--- src/rtl/scsa_pkg.sv ---
`timescale 1ns / 1ps
// Shared widths, codes and reset values for the size-class slot allocator.
package scsa_pkg;

  localparam int SIZE_W     = 16;  // slot size and request size
  localparam int SLOTS_W    = 9;   // per-class slot count register
  localparam int OFF_W      = 16;  // heap byte offsets at the ports
  localparam int CFG_IDX_W  = 4;
  localparam int CFG_DATA_W = 16;
  localparam int ROW_W      = 16;  // occupancy bits per map row
  localparam int ROW_SEL_W  = 4;   // bit select within a row

  localparam int NUM_CLASSES_DEF = 4;
  localparam int TOTAL_SLOTS_DEF = 256;
  localparam int HEAP_BYTES_DEF  = 65536;

  localparam logic [SLOTS_W-1:0] RESET_SLOTS = SLOTS_W'(64);

  localparam logic ACT_ALLOC = 1'b0;
  localparam logic ACT_FREE  = 1'b1;

  typedef enum logic [1:0] {
    STATUS_OK          = 2'd0,
    STATUS_BAD_SIZE    = 2'd1,
    STATUS_NO_SLOT     = 2'd2,
    STATUS_OUT_OF_HEAP = 2'd3
  } status_t;

  // Reset slot size of class c: 8, 16, 32, ...
  function automatic logic [SIZE_W-1:0] reset_size(input int c);
    logic [SIZE_W+7:0] v;
    v = (SIZE_W+8)'(8) << (c & 7);
    return v[SIZE_W-1:0];
  endfunction

endpackage

--- src/rtl/scsa_if.sv ---
`timescale 1ns / 1ps
// Request and response channel interfaces of the slot allocator.
interface scsa_req_if;
  import scsa_pkg::*;
  logic              valid;
  logic              ready;
  logic              action;
  logic [SIZE_W-1:0] request_size;
  logic [OFF_W-1:0]  free_offset;

  modport source (output valid, action, request_size, free_offset, input ready);
  modport sink   (input valid, action, request_size, free_offset, output ready);
endinterface

interface scsa_rsp_if;
  import scsa_pkg::*;
  logic             valid;
  logic             ready;
  status_t          status;
  logic [OFF_W-1:0] slot_offset;

  modport source (output valid, status, slot_offset, input ready);
  modport sink   (input valid, status, slot_offset, output ready);
endinterface

--- src/rtl/scsa_ram.sv ---
`timescale 1ns / 1ps
// Generic single-write, single-read RAM with registered read data.
module scsa_ram #(
  parameter int WIDTH = 16,
  parameter int DEPTH = 16,
  localparam int AW = (DEPTH > 1) ? $clog2(DEPTH) : 1
) (
  input  logic             clk,
  input  logic             we,
  input  logic [AW-1:0]    waddr,
  input  logic [WIDTH-1:0] wdata,
  input  logic [AW-1:0]    raddr,
  output logic [WIDTH-1:0] rdata
);

  logic [WIDTH-1:0] mem [DEPTH];

  always_ff @(posedge clk) begin
    if (we) begin
      mem[waddr] <= wdata;
    end
    rdata <= mem[raddr];
  end

endmodule

--- src/rtl/scsa_div.sv ---
`timescale 1ns / 1ps
// Restoring divider, one quotient bit per cycle; quotient known to fit SLOTS_W bits.
module scsa_div #(
  parameter int DIVIDEND_W = 17
) (
  input  logic                        clk,
  input  logic                        rst,
  input  logic                        start,
  input  logic [DIVIDEND_W-1:0]       dividend,
  input  logic [scsa_pkg::SIZE_W-1:0] divisor,
  output logic                        done,
  output logic [scsa_pkg::SLOTS_W-1:0] quotient,
  output logic [DIVIDEND_W-1:0]       remainder
);
  import scsa_pkg::*;

  localparam int TW   = (DIVIDEND_W > SIZE_W + SLOTS_W) ? DIVIDEND_W : SIZE_W + SLOTS_W;
  localparam int CNTW = $clog2(SLOTS_W + 1);

  logic [TW-1:0]   rem_r;
  logic [TW-1:0]   dsh;
  logic [TW-1:0]   diff;
  logic            fits;
  logic [CNTW-1:0] cnt;
  logic            busy;

  assign diff      = rem_r - dsh;
  assign fits      = rem_r >= dsh;
  assign remainder = DIVIDEND_W'(rem_r);

  always_ff @(posedge clk) begin
    if (rst) begin
      busy <= 1'b0;
      done <= 1'b0;
      cnt  <= '0;
    end else begin
      done <= busy && (cnt == CNTW'(1));
      if (start) begin
        busy <= 1'b1;
        cnt  <= CNTW'(SLOTS_W);
      end else if (busy) begin
        cnt <= cnt - CNTW'(1);
        if (cnt == CNTW'(1)) begin
          busy <= 1'b0;
        end
      end
    end
  end

  always_ff @(posedge clk) begin
    if (start) begin
      rem_r    <= TW'(dividend);
      dsh      <= TW'(divisor) << (SLOTS_W - 1);
      quotient <= '0;
    end else if (busy) begin
      if (fits) begin
        rem_r <= diff;
      end
      quotient <= {quotient[SLOTS_W-2:0], fits};
      dsh      <= dsh >> 1;
    end
  end

endmodule

--- src/rtl/size_class_slot_allocator.sv ---
`timescale 1ns / 1ps
// Allocate: check, scan of the map rows (16 bits per row, first row of the first fitting
//   class onward), class lookup, offset multiply; free: check, 9-step divider, map read,
//   map write; a bad size or an out-of-heap offset answers straight after the check.
// One request at a time; the first request after reset or a class register write first
//   rebuilds the class layout: multiply and compare per class, divider if cut by heap room.
// Reset (sync, active high) clears control, restores config defaults and clears the
//   per-row valid bits of the occupancy map; there is no clearing pass over the RAM.
module size_class_slot_allocator #(
  parameter int NUM_CLASSES = scsa_pkg::NUM_CLASSES_DEF,
  parameter int TOTAL_SLOTS = scsa_pkg::TOTAL_SLOTS_DEF,
  parameter int HEAP_BYTES  = scsa_pkg::HEAP_BYTES_DEF
) (
  input  logic                            clk,
  input  logic                            rst,
  scsa_req_if.sink                        req,
  scsa_rsp_if.source                      rsp,
  input  logic                            cfg_we,
  input  logic [scsa_pkg::CFG_IDX_W-1:0]  cfg_index,
  input  logic [scsa_pkg::CFG_DATA_W-1:0] cfg_data
);
  import scsa_pkg::*;

  // Widths: heap byte counts, slot counts, map rows, bit indexes into the map.
  localparam int BW   = $clog2(HEAP_BYTES + 1);
  localparam int SW   = $clog2(TOTAL_SLOTS + 1);
  localparam int DW   = (BW > OFF_W) ? BW : OFF_W;
  localparam int ROWS = (TOTAL_SLOTS + ROW_W - 1) / ROW_W;
  localparam int RAW  = (ROWS > 1) ? $clog2(ROWS) : 1;
  localparam int XW   = RAW + ROW_SEL_W;
  localparam int MA   = (SW > SLOTS_W) ? SW : SLOTS_W;
  localparam int PW   = MA + SIZE_W;
  localparam int CW   = (PW > DW) ? PW : DW;
  localparam int CLW  = (NUM_CLASSES > 1) ? $clog2(NUM_CLASSES) : 1;
  localparam int BIW  = $clog2(NUM_CLASSES + 1);

  localparam logic [CFG_IDX_W:0] NC_X  = (CFG_IDX_W+1)'(NUM_CLASSES);
  localparam logic [CFG_IDX_W:0] NC2_X = (CFG_IDX_W+1)'(2 * NUM_CLASSES);

  typedef enum logic [13:0] {
    S_IDLE  = 14'b00000000000001,
    S_L_MUL = 14'b00000000000010,  // effective count and its byte span
    S_L_CMP = 14'b00000000000100,  // span against heap room
    S_L_DIV = 14'b00000000001000,  // count cut to room / size
    S_A_CHK = 14'b00000000010000,
    S_A_SCN = 14'b00000000100000,
    S_A_CLS = 14'b00000001000000,
    S_A_MUL = 14'b00000010000000,
    S_A_OFF = 14'b00000100000000,
    S_F_CHK = 14'b00001000000000,
    S_F_DIV = 14'b00010000000000,
    S_F_RD  = 14'b00100000000000,
    S_F_WR  = 14'b01000000000000,
    S_RESP  = 14'b10000000000000
  } state_t;

  state_t state, state_next;

  // Configuration
  logic [SIZE_W-1:0]  class_size  [NUM_CLASSES];
  logic [SLOTS_W-1:0] class_slots [NUM_CLASSES];
  logic [CFG_IDX_W:0] cfg_idx_x;
  logic               cfg_hit;

  // Layout, rebuilt when stale: effective counts, slot and byte bases.
  // Entry NUM_CLASSES of the bases is the end of the used map / heap.
  logic [SLOTS_W-1:0] eff   [NUM_CLASSES];
  logic [SW-1:0]      sbase [NUM_CLASSES+1];
  logic [BW-1:0]      bbase [NUM_CLASSES+1];
  logic               dirty;
  logic [CLW-1:0]     lc;
  logic [BIW-1:0]     lc_b, lc1;
  logic               lc_last;

  // Captured request
  logic              act_r;
  logic [SIZE_W-1:0] size_r;
  logic [OFF_W-1:0]  off_r;

  // Shared multiplier
  logic [MA-1:0]      mul_a;
  logic [SIZE_W-1:0]  mul_b;
  logic [PW-1:0]      mul_p;
  logic [PW-1:0]      prod_r;
  logic [SLOTS_W-1:0] n_r;

  // Layout step terms
  logic [SW-1:0]      srem;
  logic [SLOTS_W-1:0] n_cap, n_l;
  logic [BW-1:0]      rem_l;
  logic               over;
  logic               layout_step;

  // Allocate check
  logic              have_last;
  logic [SIZE_W-1:0] last_sz;
  logic [CLW-1:0]    a_first;
  logic              bad_size;
  logic [XW-1:0]     start_c, last_c;

  // Scan
  logic [XW-1:0]        start_x, last_x;
  logic [RAW-1:0]       rd_row, chk_row;
  logic                 chk_pend;
  logic [ROW_W-1:0]     rdq, scan_mask, free_v;
  logic                 hit;
  logic [ROW_SEL_W-1:0] hit_j;
  logic [XW-1:0]        found_bit;
  logic [CLW-1:0]       fb_cls, cls_r;
  logic [SW-1:0]        idx_r;
  logic [SW-1:0]        fb_s;

  // Free
  logic           ooh;
  logic [CLW-1:0] f_cls;
  logic [XW-1:0]  fbit;

  // Map RAM with row valid bits
  logic [ROWS-1:0]  row_valid;
  logic             rv_q;
  logic             ram_we;
  logic [RAW-1:0]   ram_waddr, ram_raddr;
  logic [ROW_W-1:0] ram_wdata, ram_rdata;

  // Divider
  logic               div_start, div_done;
  logic [DW-1:0]      div_dividend;
  logic [SIZE_W-1:0]  div_divisor;
  logic [SLOTS_W-1:0] div_q;
  logic [DW-1:0]      div_r;

  // Result and output register
  status_t          res_status;
  logic [OFF_W-1:0] res_offset;
  logic             out_valid;
  status_t          out_status;
  logic [OFF_W-1:0] out_offset;
  logic             out_load;
  logic             acc;

  assign acc       = req.valid && req.ready;
  assign req.ready = (state == S_IDLE);
  assign rsp.valid       = out_valid;
  assign rsp.status      = out_status;
  assign rsp.slot_offset = out_offset;
  assign out_load  = (state == S_RESP) && (!out_valid || rsp.ready);

  assign cfg_idx_x = {1'b0, cfg_index};
  assign cfg_hit   = cfg_we && (cfg_idx_x < NC2_X);

  assign lc_b    = BIW'(lc);
  assign lc1     = lc_b + BIW'(1);
  assign lc_last = (lc == CLW'(NUM_CLASSES - 1));

  scsa_ram #(.WIDTH(ROW_W), .DEPTH(ROWS)) u_map (
    .clk   (clk),
    .we    (ram_we),
    .waddr (ram_waddr),
    .wdata (ram_wdata),
    .raddr (ram_raddr),
    .rdata (ram_rdata)
  );

  scsa_div #(.DIVIDEND_W(DW)) u_div (
    .clk       (clk),
    .rst       (rst),
    .start     (div_start),
    .dividend  (div_dividend),
    .divisor   (div_divisor),
    .done      (div_done),
    .quotient  (div_q),
    .remainder (div_r)
  );

  // Layout step: count capped by map room, byte span through the multiplier
  always_comb begin
    srem  = SW'(TOTAL_SLOTS) - sbase[lc_b];
    n_cap = (MA'(class_slots[lc]) < MA'(srem)) ? class_slots[lc] : SLOTS_W'(srem);
    n_l   = (class_size[lc] == '0) ? '0 : n_cap;
    rem_l = BW'(HEAP_BYTES) - bbase[lc_b];
    over  = CW'(prod_r) > CW'(rem_l);
    layout_step = ((state == S_L_CMP) && !over) || ((state == S_L_DIV) && div_done);
  end

  always_comb begin
    if (state == S_A_MUL) begin
      mul_a = MA'(idx_r);
      mul_b = class_size[cls_r];
    end else begin
      mul_a = MA'(n_l);
      mul_b = class_size[lc];
    end
    mul_p = PW'(mul_a) * PW'(mul_b);
  end

  // Allocate check: last used class bounds the size, scan starts at first fit
  always_comb begin
    have_last = 1'b0;
    last_sz   = '0;
    a_first   = '0;
    for (int c = 0; c < NUM_CLASSES; c++) begin
      if (eff[c] != '0) begin
        have_last = 1'b1;
        last_sz   = class_size[c];
      end
    end
    for (int c = NUM_CLASSES - 1; c >= 0; c--) begin
      if (eff[c] != '0 && class_size[c] >= size_r) begin
        a_first = CLW'(c);
      end
    end
    bad_size = (size_r == '0) || !have_last || (size_r > last_sz);
    start_c  = XW'(sbase[BIW'(a_first)]);
    last_c   = XW'(sbase[NUM_CLASSES] - SW'(1));
  end

  // Scan: free bits of the returning row inside the scan range
  always_comb begin
    rdq = rv_q ? ram_rdata : '0;
    for (int j = 0; j < ROW_W; j++) begin
      scan_mask[j] = ({chk_row, ROW_SEL_W'(j)} >= start_x) &&
                     ({chk_row, ROW_SEL_W'(j)} <= last_x);
    end
    free_v = ~rdq & scan_mask;
    hit    = chk_pend && (free_v != '0);
    hit_j  = '0;
    for (int j = ROW_W - 1; j >= 0; j--) begin
      if (free_v[j]) begin
        hit_j = ROW_SEL_W'(j);
      end
    end
  end

  // Class lookups: of the found bit, and of the offset to free
  always_comb begin
    fb_s   = SW'(found_bit);
    fb_cls = '0;
    f_cls  = '0;
    for (int c = 0; c < NUM_CLASSES; c++) begin
      if (eff[c] != '0 && fb_s >= sbase[c] && fb_s < sbase[c+1]) begin
        fb_cls = CLW'(c);
      end
      if (eff[c] != '0 && DW'(off_r) >= DW'(bbase[c]) && DW'(off_r) < DW'(bbase[c+1])) begin
        f_cls = CLW'(c);
      end
    end
    ooh = DW'(off_r) >= DW'(bbase[NUM_CLASSES]);
  end

  always_comb begin
    ram_we    = 1'b0;
    ram_waddr = chk_row;
    ram_wdata = rdq | (ROW_W'(1) << hit_j);
    ram_raddr = rd_row;
    if (state == S_A_SCN && hit) begin
      ram_we = 1'b1;
    end
    if (state == S_F_RD) begin
      ram_raddr = fbit[XW-1:ROW_SEL_W];
    end
    if (state == S_F_WR) begin
      ram_we    = 1'b1;
      ram_waddr = fbit[XW-1:ROW_SEL_W];
      ram_wdata = rdq & ~(ROW_W'(1) << fbit[ROW_SEL_W-1:0]);
    end
  end

  always_comb begin
    div_start    = 1'b0;
    div_dividend = DW'(rem_l);
    div_divisor  = class_size[lc];
    if (state == S_L_CMP && over) begin
      div_start = 1'b1;
    end
    if (state == S_F_CHK) begin
      div_start    = !ooh;
      div_dividend = DW'(off_r) - DW'(bbase[BIW'(f_cls)]);
      div_divisor  = class_size[f_cls];
    end
  end

  always_comb begin
    state_next = state;
    case (state)
      S_IDLE: begin
        if (acc) begin
          if (dirty) begin
            state_next = S_L_MUL;
          end else begin
            state_next = (req.action == ACT_FREE) ? S_F_CHK : S_A_CHK;
          end
        end
      end
      S_L_MUL: state_next = S_L_CMP;
      S_L_CMP, S_L_DIV: begin
        if (state == S_L_CMP && over) begin
          state_next = S_L_DIV;
        end else if (layout_step) begin
          if (lc_last) begin
            state_next = (act_r == ACT_FREE) ? S_F_CHK : S_A_CHK;
          end else begin
            state_next = S_L_MUL;
          end
        end
      end
      S_A_CHK: state_next = bad_size ? S_RESP : S_A_SCN;
      S_A_SCN: begin
        if (hit) begin
          state_next = S_A_CLS;
        end else if (chk_pend && chk_row == last_x[XW-1:ROW_SEL_W]) begin
          state_next = S_RESP;
        end
      end
      S_A_CLS: state_next = S_A_MUL;
      S_A_MUL: state_next = S_A_OFF;
      S_A_OFF: state_next = S_RESP;
      S_F_CHK: state_next = ooh ? S_RESP : S_F_DIV;
      S_F_DIV: begin
        if (div_done) begin
          state_next = S_F_RD;
        end
      end
      S_F_RD:  state_next = S_F_WR;
      S_F_WR:  state_next = S_RESP;
      S_RESP: begin
        if (out_load) begin
          state_next = S_IDLE;
        end
      end
      default: state_next = S_IDLE;
    endcase
  end

  // Control state
  always_ff @(posedge clk) begin
    if (rst) begin
      state     <= S_IDLE;
      dirty     <= 1'b1;
      lc        <= '0;
      chk_pend  <= 1'b0;
      out_valid <= 1'b0;
      row_valid <= '0;
    end else begin
      state <= state_next;
      if (cfg_hit) begin
        dirty <= 1'b1;
      end else if (layout_step && lc_last) begin
        dirty <= 1'b0;
      end
      if (acc) begin
        lc <= '0;
      end else if (layout_step) begin
        lc <= lc + CLW'(1);
      end
      if (state == S_A_CHK) begin
        chk_pend <= 1'b0;
      end else if (state == S_A_SCN) begin
        chk_pend <= 1'b1;
      end
      if (out_load) begin
        out_valid <= 1'b1;
      end else if (rsp.ready) begin
        out_valid <= 1'b0;
      end
      // a write to a class register empties the map
      if (cfg_hit) begin
        row_valid <= '0;
      end else if (ram_we) begin
        row_valid[ram_waddr] <= 1'b1;
      end
    end
  end

  // Configuration registers
  always_ff @(posedge clk) begin
    if (rst) begin
      for (int c = 0; c < NUM_CLASSES; c++) begin
        class_size[c]  <= reset_size(c);
        class_slots[c] <= RESET_SLOTS;
      end
    end else if (cfg_hit) begin
      if (cfg_idx_x < NC_X) begin
        class_size[CLW'(cfg_index)] <= cfg_data[SIZE_W-1:0];
      end else begin
        class_slots[CLW'(cfg_idx_x - NC_X)] <= cfg_data[SLOTS_W-1:0];
      end
    end
  end

  // Datapath registers
  always_ff @(posedge clk) begin
    rv_q <= row_valid[ram_raddr];
    if (acc) begin
      act_r  <= req.action;
      size_r <= req.request_size;
      off_r  <= req.free_offset;
      if (dirty) begin
        sbase[0] <= '0;
        bbase[0] <= '0;
      end
    end
    if (state == S_L_MUL || state == S_A_MUL) begin
      prod_r <= mul_p;
    end
    if (state == S_L_MUL) begin
      n_r <= n_l;
    end
    if (state == S_L_CMP && !over) begin
      eff[lc]    <= n_r;
      sbase[lc1] <= sbase[lc_b] + SW'(n_r);
      bbase[lc1] <= bbase[lc_b] + BW'(prod_r);
    end
    // cut class ends exactly where room / size slots end
    if (state == S_L_DIV && div_done) begin
      eff[lc]    <= div_q;
      sbase[lc1] <= sbase[lc_b] + SW'(div_q);
      bbase[lc1] <= BW'(HEAP_BYTES) - BW'(div_r);
    end
    case (state)
      S_A_CHK: begin
        start_x    <= start_c;
        last_x     <= last_c;
        rd_row     <= start_c[XW-1:ROW_SEL_W];
        res_status <= STATUS_BAD_SIZE;
        res_offset <= '0;
      end
      S_A_SCN: begin
        rd_row     <= rd_row + RAW'(1);
        chk_row    <= rd_row;
        found_bit  <= {chk_row, hit_j};
        res_status <= STATUS_NO_SLOT;
        res_offset <= '0;
      end
      S_A_CLS: begin
        cls_r <= fb_cls;
        idx_r <= fb_s - sbase[BIW'(fb_cls)];
      end
      S_A_OFF: begin
        res_status <= STATUS_OK;
        res_offset <= OFF_W'(bbase[BIW'(cls_r)] + BW'(prod_r));
      end
      S_F_CHK: begin
        cls_r      <= f_cls;
        res_status <= STATUS_OUT_OF_HEAP;
        res_offset <= '0;
      end
      S_F_DIV: begin
        fbit <= XW'(sbase[BIW'(cls_r)] + SW'(div_q));
      end
      S_F_WR: begin
        res_status <= STATUS_OK;
        res_offset <= '0;
      end
      default: begin
      end
    endcase
    if (out_load) begin
      out_status <= res_status;
      out_offset <= res_offset;
    end
  end

`ifndef SYNTHESIS
  // map writes come only from a scan hit or a free
  assert property (@(posedge clk) disable iff (rst)
    ram_we |-> ((state == S_A_SCN && hit) || state == S_F_WR))
    else $error("map write outside scan hit or free");

  // a request taken with a stale layout rebuilds it first
  assert property (@(posedge clk) disable iff (rst)
    (acc && dirty) |=> (state == S_L_MUL))
    else $error("stale layout not rebuilt");

  // a write to a class register empties the map
  assert property (@(posedge clk) disable iff (rst)
    cfg_hit |=> (row_valid == '0))
    else $error("map not cleared by config write");

  // divider results are consumed only where a division is pending
  assert property (@(posedge clk) disable iff (rst)
    div_done |-> (state == S_L_DIV || state == S_F_DIV))
    else $error("divider done with no division pending");
`endif

endmodule

--- src/flat_wrapper.sv ---
// flat-port wrapper written by rule: the top's interface ports become plain ports
module size_class_slot_allocator_flat import scsa_pkg::*;
#(
  parameter int NUM_CLASSES = scsa_pkg::NUM_CLASSES_DEF,
  parameter int TOTAL_SLOTS = scsa_pkg::TOTAL_SLOTS_DEF,
  parameter int HEAP_BYTES  = scsa_pkg::HEAP_BYTES_DEF
)
  (clk, rst, cfg_we, cfg_index, cfg_data, req_valid, req_action, req_request_size, req_free_offset, req_ready, rsp_valid, rsp_status, rsp_slot_offset, rsp_ready);
  scsa_req_if req_i ();
  scsa_rsp_if rsp_i ();
  input  logic clk;
  input  logic rst;
  input  logic cfg_we;
  input  logic [scsa_pkg::CFG_IDX_W-1:0] cfg_index;
  input  logic [scsa_pkg::CFG_DATA_W-1:0] cfg_data;
  input wire logic [$bits(req_i.valid)-1:0] req_valid;
  input wire logic [$bits(req_i.action)-1:0] req_action;
  input wire logic [$bits(req_i.request_size)-1:0] req_request_size;
  input wire logic [$bits(req_i.free_offset)-1:0] req_free_offset;
  output wire logic [$bits(req_i.ready)-1:0] req_ready;
  output wire logic [$bits(rsp_i.valid)-1:0] rsp_valid;
  output wire logic [$bits(rsp_i.status)-1:0] rsp_status;
  output wire logic [$bits(rsp_i.slot_offset)-1:0] rsp_slot_offset;
  input wire logic [$bits(rsp_i.ready)-1:0] rsp_ready;
  assign req_i.valid = req_valid;
  assign req_i.action = req_action;
  assign req_i.request_size = req_request_size;
  assign req_i.free_offset = req_free_offset;
  assign req_ready = req_i.ready;
  assign rsp_valid = rsp_i.valid;
  assign rsp_status = rsp_i.status;
  assign rsp_slot_offset = rsp_i.slot_offset;
  assign rsp_i.ready = rsp_ready;
  size_class_slot_allocator #(.NUM_CLASSES(NUM_CLASSES), .TOTAL_SLOTS(TOTAL_SLOTS), .HEAP_BYTES(HEAP_BYTES)) u_core (.clk(clk), .rst(rst), .req(req_i), .rsp(rsp_i), .cfg_we(cfg_we), .cfg_index(cfg_index), .cfg_data(cfg_data));
endmodule
--- config.mk ---
export PLATFORM = sky130hd
export DESIGN_NAME = size_class_slot_allocator_flat
export DESIGN_NICKNAME = d
export VERILOG_FILES = /design/src/rtl/scsa_pkg.sv /design/src/rtl/scsa_if.sv /design/src/rtl/scsa_ram.sv /design/src/rtl/scsa_div.sv /design/src/rtl/size_class_slot_allocator.sv /design/src/flat_wrapper.sv
export SDC_FILE = /design/constraint.sdc
export NUM_CORES = 2
export LEC_CHECK = 0
export BUFFER_PORTS_ARGS = -buffer_cell sky130_fd_sc_hd__buf_4
export CAP_MARGIN = 20
export CORE_MARGIN = 10
export CORE_UTILIZATION = 50
export CTS_CLUSTER_DIAMETER = 120
export DETAILED_ROUTE_END_ITERATION = 8
export PLACE_DENSITY = 0.62
export RECOVER_POWER = 50
export SLEW_MARGIN = 10
export SYNTH_ARGS = -nofsm -noshare
export SYNTH_HDL_FRONTEND = slang
export SYNTH_SLANG_ARGS = --single-unit
--- constraint.sdc ---
create_clock -name clk -period 27.9 [get_ports clk]
set_input_delay 2.79 -clock clk [delete_from_list [all_inputs] [get_ports clk]]
set_output_delay 2.79 -clock clk [all_outputs]
set_load 0.005 [all_outputs]
==> impl_metrics.env <==
export IMPL_synth_top_area_cell="edfxtp_1"
export IMPL_syn_nets=4927
export IMPL_powerDensity_nw_per_um2=98.4
export IMPL_ys_ff_latch=796
export IMPL_fill_cells=8325
export IMPL_synthTopCellsByArea="edfxtp_1 (43%), ha_1 (9.2%), fa_1 (4.3%)"
export IMPL_critPathCaptureType="register"
export IMPL_hold_start="u_core.res_offset[11]"
export IMPL_synth_edf_count=709
export IMPL_min_path_cells=0
export IMPL_cp_max_fo=16
export IMPL_yosys_mux_area_fraction_pct=6.32
export IMPL_placed_cell_area_sq_um=51100
export IMPL_fin_area_sq_um=53700
export IMPL_rsz0062_at_grt="no"
export IMPL_holdWs_ns=0.416
export IMPL_dieArea_sq_um=111000
export IMPL_yosysSeqAreaShare_pct=47.0
export IMPL_ant_nets=0
export IMPL_min_to="u_core.rsp.slot_offset[11]"
export IMPL_clk_path_buf_depth=3
export IMPL_post_route_min_period_ns=11.08
export IMPL_drc_errors=0
export IMPL_avgSynthCellArea_sq_um=11.1
export IMPL_synth_simple_area_share_pct=13.2
export IMPL_yosys_area_top_type_share_pct=43.5
export IMPL_cts_max_level=3
export IMPL_dp_hpwl_um=100000
export IMPL_maxCapViolCount=19
export IMPL_path_class="register to register"
export IMPL_die_w_um=333
export IMPL_grt_max_degree=88
export IMPL_rows=114
export IMPL_violations="capacitance limit, slew limit"
export IMPL_first_iter_violations=3392
export IMPL_diodes=0
export IMPL_synth_most_common_cell="edfxtp_1"
export IMPL_max_stage_delay_ns=1.00
export IMPL_yosys_most_used_dff="edfxtp_1"
export IMPL_synthCells=4402
export IMPL_worst_r2r_path_depth=31
export IMPL_synth_commonest_cells="edfxtp_1 (709), nor2_1 (386), inv_1 (364)"
export IMPL_start_util_pct=50.5
export IMPL_clk_pin_slew_worst_paths_ns=0.06
export IMPL_fin_skew_ns=0.0298
export IMPL_clockRootBuffer="clkbuf_16"
export IMPL_drt_total_wl_um=138000
export IMPL_viasPerCell=6.04
export IMPL_antenna_found_initial=1
export IMPL_critPathRequiredTime_ns=28.31
export IMPL_vias=35100
export IMPL_first_global_vias=34200
export IMPL_clock_fmax_mhz=90.2
export IMPL_leakagePower_nw=20.7
export IMPL_grt_pass1_wl_um=210000
export IMPL_synth_xor_xnor_area_share_pct=2.62
export IMPL_cp_start_kind="register"
export IMPL_setup_viol=0
export IMPL_drv_slew=505
export IMPL_cts_buffers=87
export IMPL_synth_top_family_by_area="adder cells"
export IMPL_nets=5000
export IMPL_max_slew_margin_pct=-86.9
export IMPL_holdBufCountCts=0
export IMPL_async_flop_share_pct=0
export IMPL_slowest_stage="dfxtp_1"
export IMPL_clock_latency_ns=0.68
export IMPL_place_congestion=0.917
export IMPL_r2r_end="u_core.prod_r[24]"
export IMPL_post_layout_nonfiller_instances=5823
export IMPL_wire_per_inst_um=23.6
export IMPL_die_y_um=333
export IMPL_worstHoldPathType="register to register"
export IMPL_finalHoldViolCount=0
export IMPL_peakVddDrop_mv=0.153
export IMPL_cts_setup_buffers=0
export IMPL_dp_cells=5655
export IMPL_synth_adder_area_share_pct=13.6
export IMPL_syn_to_final_growth_pct=9.72
export IMPL_cp_common_cell="fa_1"
export IMPL_grt_total_usage_pct=24.4
export IMPL_yosys_cell_types_count=98
export IMPL_status="finished, violations left"
export IMPL_clock_sinks=796
export IMPL_synth_compound_area_share_pct=12.9
export IMPL_portBuffers=77
export IMPL_post_cts_resized=0
export IMPL_pin_count=78
export IMPL_grt_overflow_total=0
export IMPL_cts_tree="built"
export IMPL_firstDrtPassIters=8
export IMPL_fin_tns_setup_ns=0
export IMPL_post_route_period_util_pct=39.7
export IMPL_core_area_sq_um=97000
export IMPL_worst_r2r_setup_slack_ns=16.82
export IMPL_drive_gt1_share_pct=9.13
export IMPL_yosys_warnings=0
export IMPL_worstMarginPinSlew_ns=2.80
export IMPL_cp_data_arrival_time_ns=11.49
export IMPL_netlist_area_sq_um=49000
-- state kept, by name (all words and copies together), names as in the netlist, 9 cells and up, named ones only --
name                    flops
u_core.prod_r              25
u_core.state               14
u_core.eff                 36
u_core.bbase               85
u_core.u_div.rem_r         25
u_core.row_valid           16
u_core.size_r              16
u_core.n_r                  9
u_core.class_slots         36
u_core.sbase               45
u_core.u_div.dsh           24
u_core.u_map.rdata         16
u_core.idx_r                9
u_core.u_div.quotient       9
u_core.rsp.slot_offset     16
u_core.u_map.mem          256
u_core.class_size          64
u_core.res_offset          16
u_core.off_r               16
-- placed cells by master, fill, tap and decap left out, drive strengths merged, types with 52 or more instances in the layout --
cell    netlist  routed
a211oi      117     117
a21o         93      93
a21oi       274     274
a31oi        52      52
and2        181     181
buf          61      67
clkbuf      109     213
dfxtp        87      87
edfxtp      709     709
fa          106     106
ha          361     361
inv         365     371
mux2i        79      79
mux4         91      91
nand2       323     323
nand2b       52      52
nor2        387     387
nor3         94      94
o21ai       138     138
o22ai        52      52
xnor2        86      86
xor2         57      57
-- area by class of cell --
class / count / area, sq um / area share (%)
multi-input cells: 3071 / 23900 / 44.5
flip-flops and latches: 796 / 23000 / 42.9
clock buffers: 126 / 2450 / 4.55
well taps: 1276 / 1600 / 2.97
inverters: 365 / 1370 / 2.55
repair buffers: 154 / 1020 / 1.90
clock inverters: 35 / 367 / 0.682
-- logic make-up (layout without fill, tap and decap cells) --
logic type,Yosys count,count (layout)
simple gates,1306,1306
compound gates,962,962
flops,796,796
buf+inv,535,680
fa+ha+maj,467,467
mux,192,192
xor+xnor,144,144
-- metal layers --
metal	share of wire [%]	global-route usage (%)	vias up	wire, um
li1	-	-	16400	-
met1	45	35.0	17300	61600
met2	44	37.8	1328	61100
met3	7.9	4.16	207	10900
met4	2.8	6.82	0	3900
met5	0	0	-	0
-- worst max path at each step --
stage | startpoint | end | cells after the start
after floorplan | register | u_core.prod_r[24] | 34
after global placement | register | u_core.prod_r[24] | 31
after detailed placement | register | u_core.prod_r[24] | 31
after CTS | register | u_core.prod_r[24] | 31
after global routing | register | u_core.prod_r[24] | 31
final | register | u_core.prod_r[24] | 31
-- report_power, final --
| group | switching, W | total (W) | internal, W |
|---|---|---|---|
| Clock | 0.000481 | 0.00114 | 0.000660 |
| Sequential | 0.0000771 | 0.00156 | 0.00148 |
| Combinational | 0.00149 | 0.00259 | 0.00110 |
-- worst max-delay path: cells and delay by family (launching register included) --
family | cells | cell delay, ns
and+or+nand+nor | 9 | 2.12
xor gates and xnor gates | 2 | 0.31
buffers and inverters | 3 | 0.18
AOI/OAI and AO/OA | 9 | 3.65
adders and majority gates | 7 | 2.85
muxes | 1 | 0.70
DFF | 1 | 1.00
-- through the flow --
step                      worst slack [ns]  utilization, %  power [W]
final                                16.82            55.4    0.00529
after detailed placement             17.88            52.7    0.00415
after CTS                            17.84            55.6    0.00530
after global placement               17.93            52.7    0.00408
after floorplan                      19.12               -    0.00356
after global routing                 15.94            55.4    0.00573
Note: power is estimated with default switching activity, not from simulation.
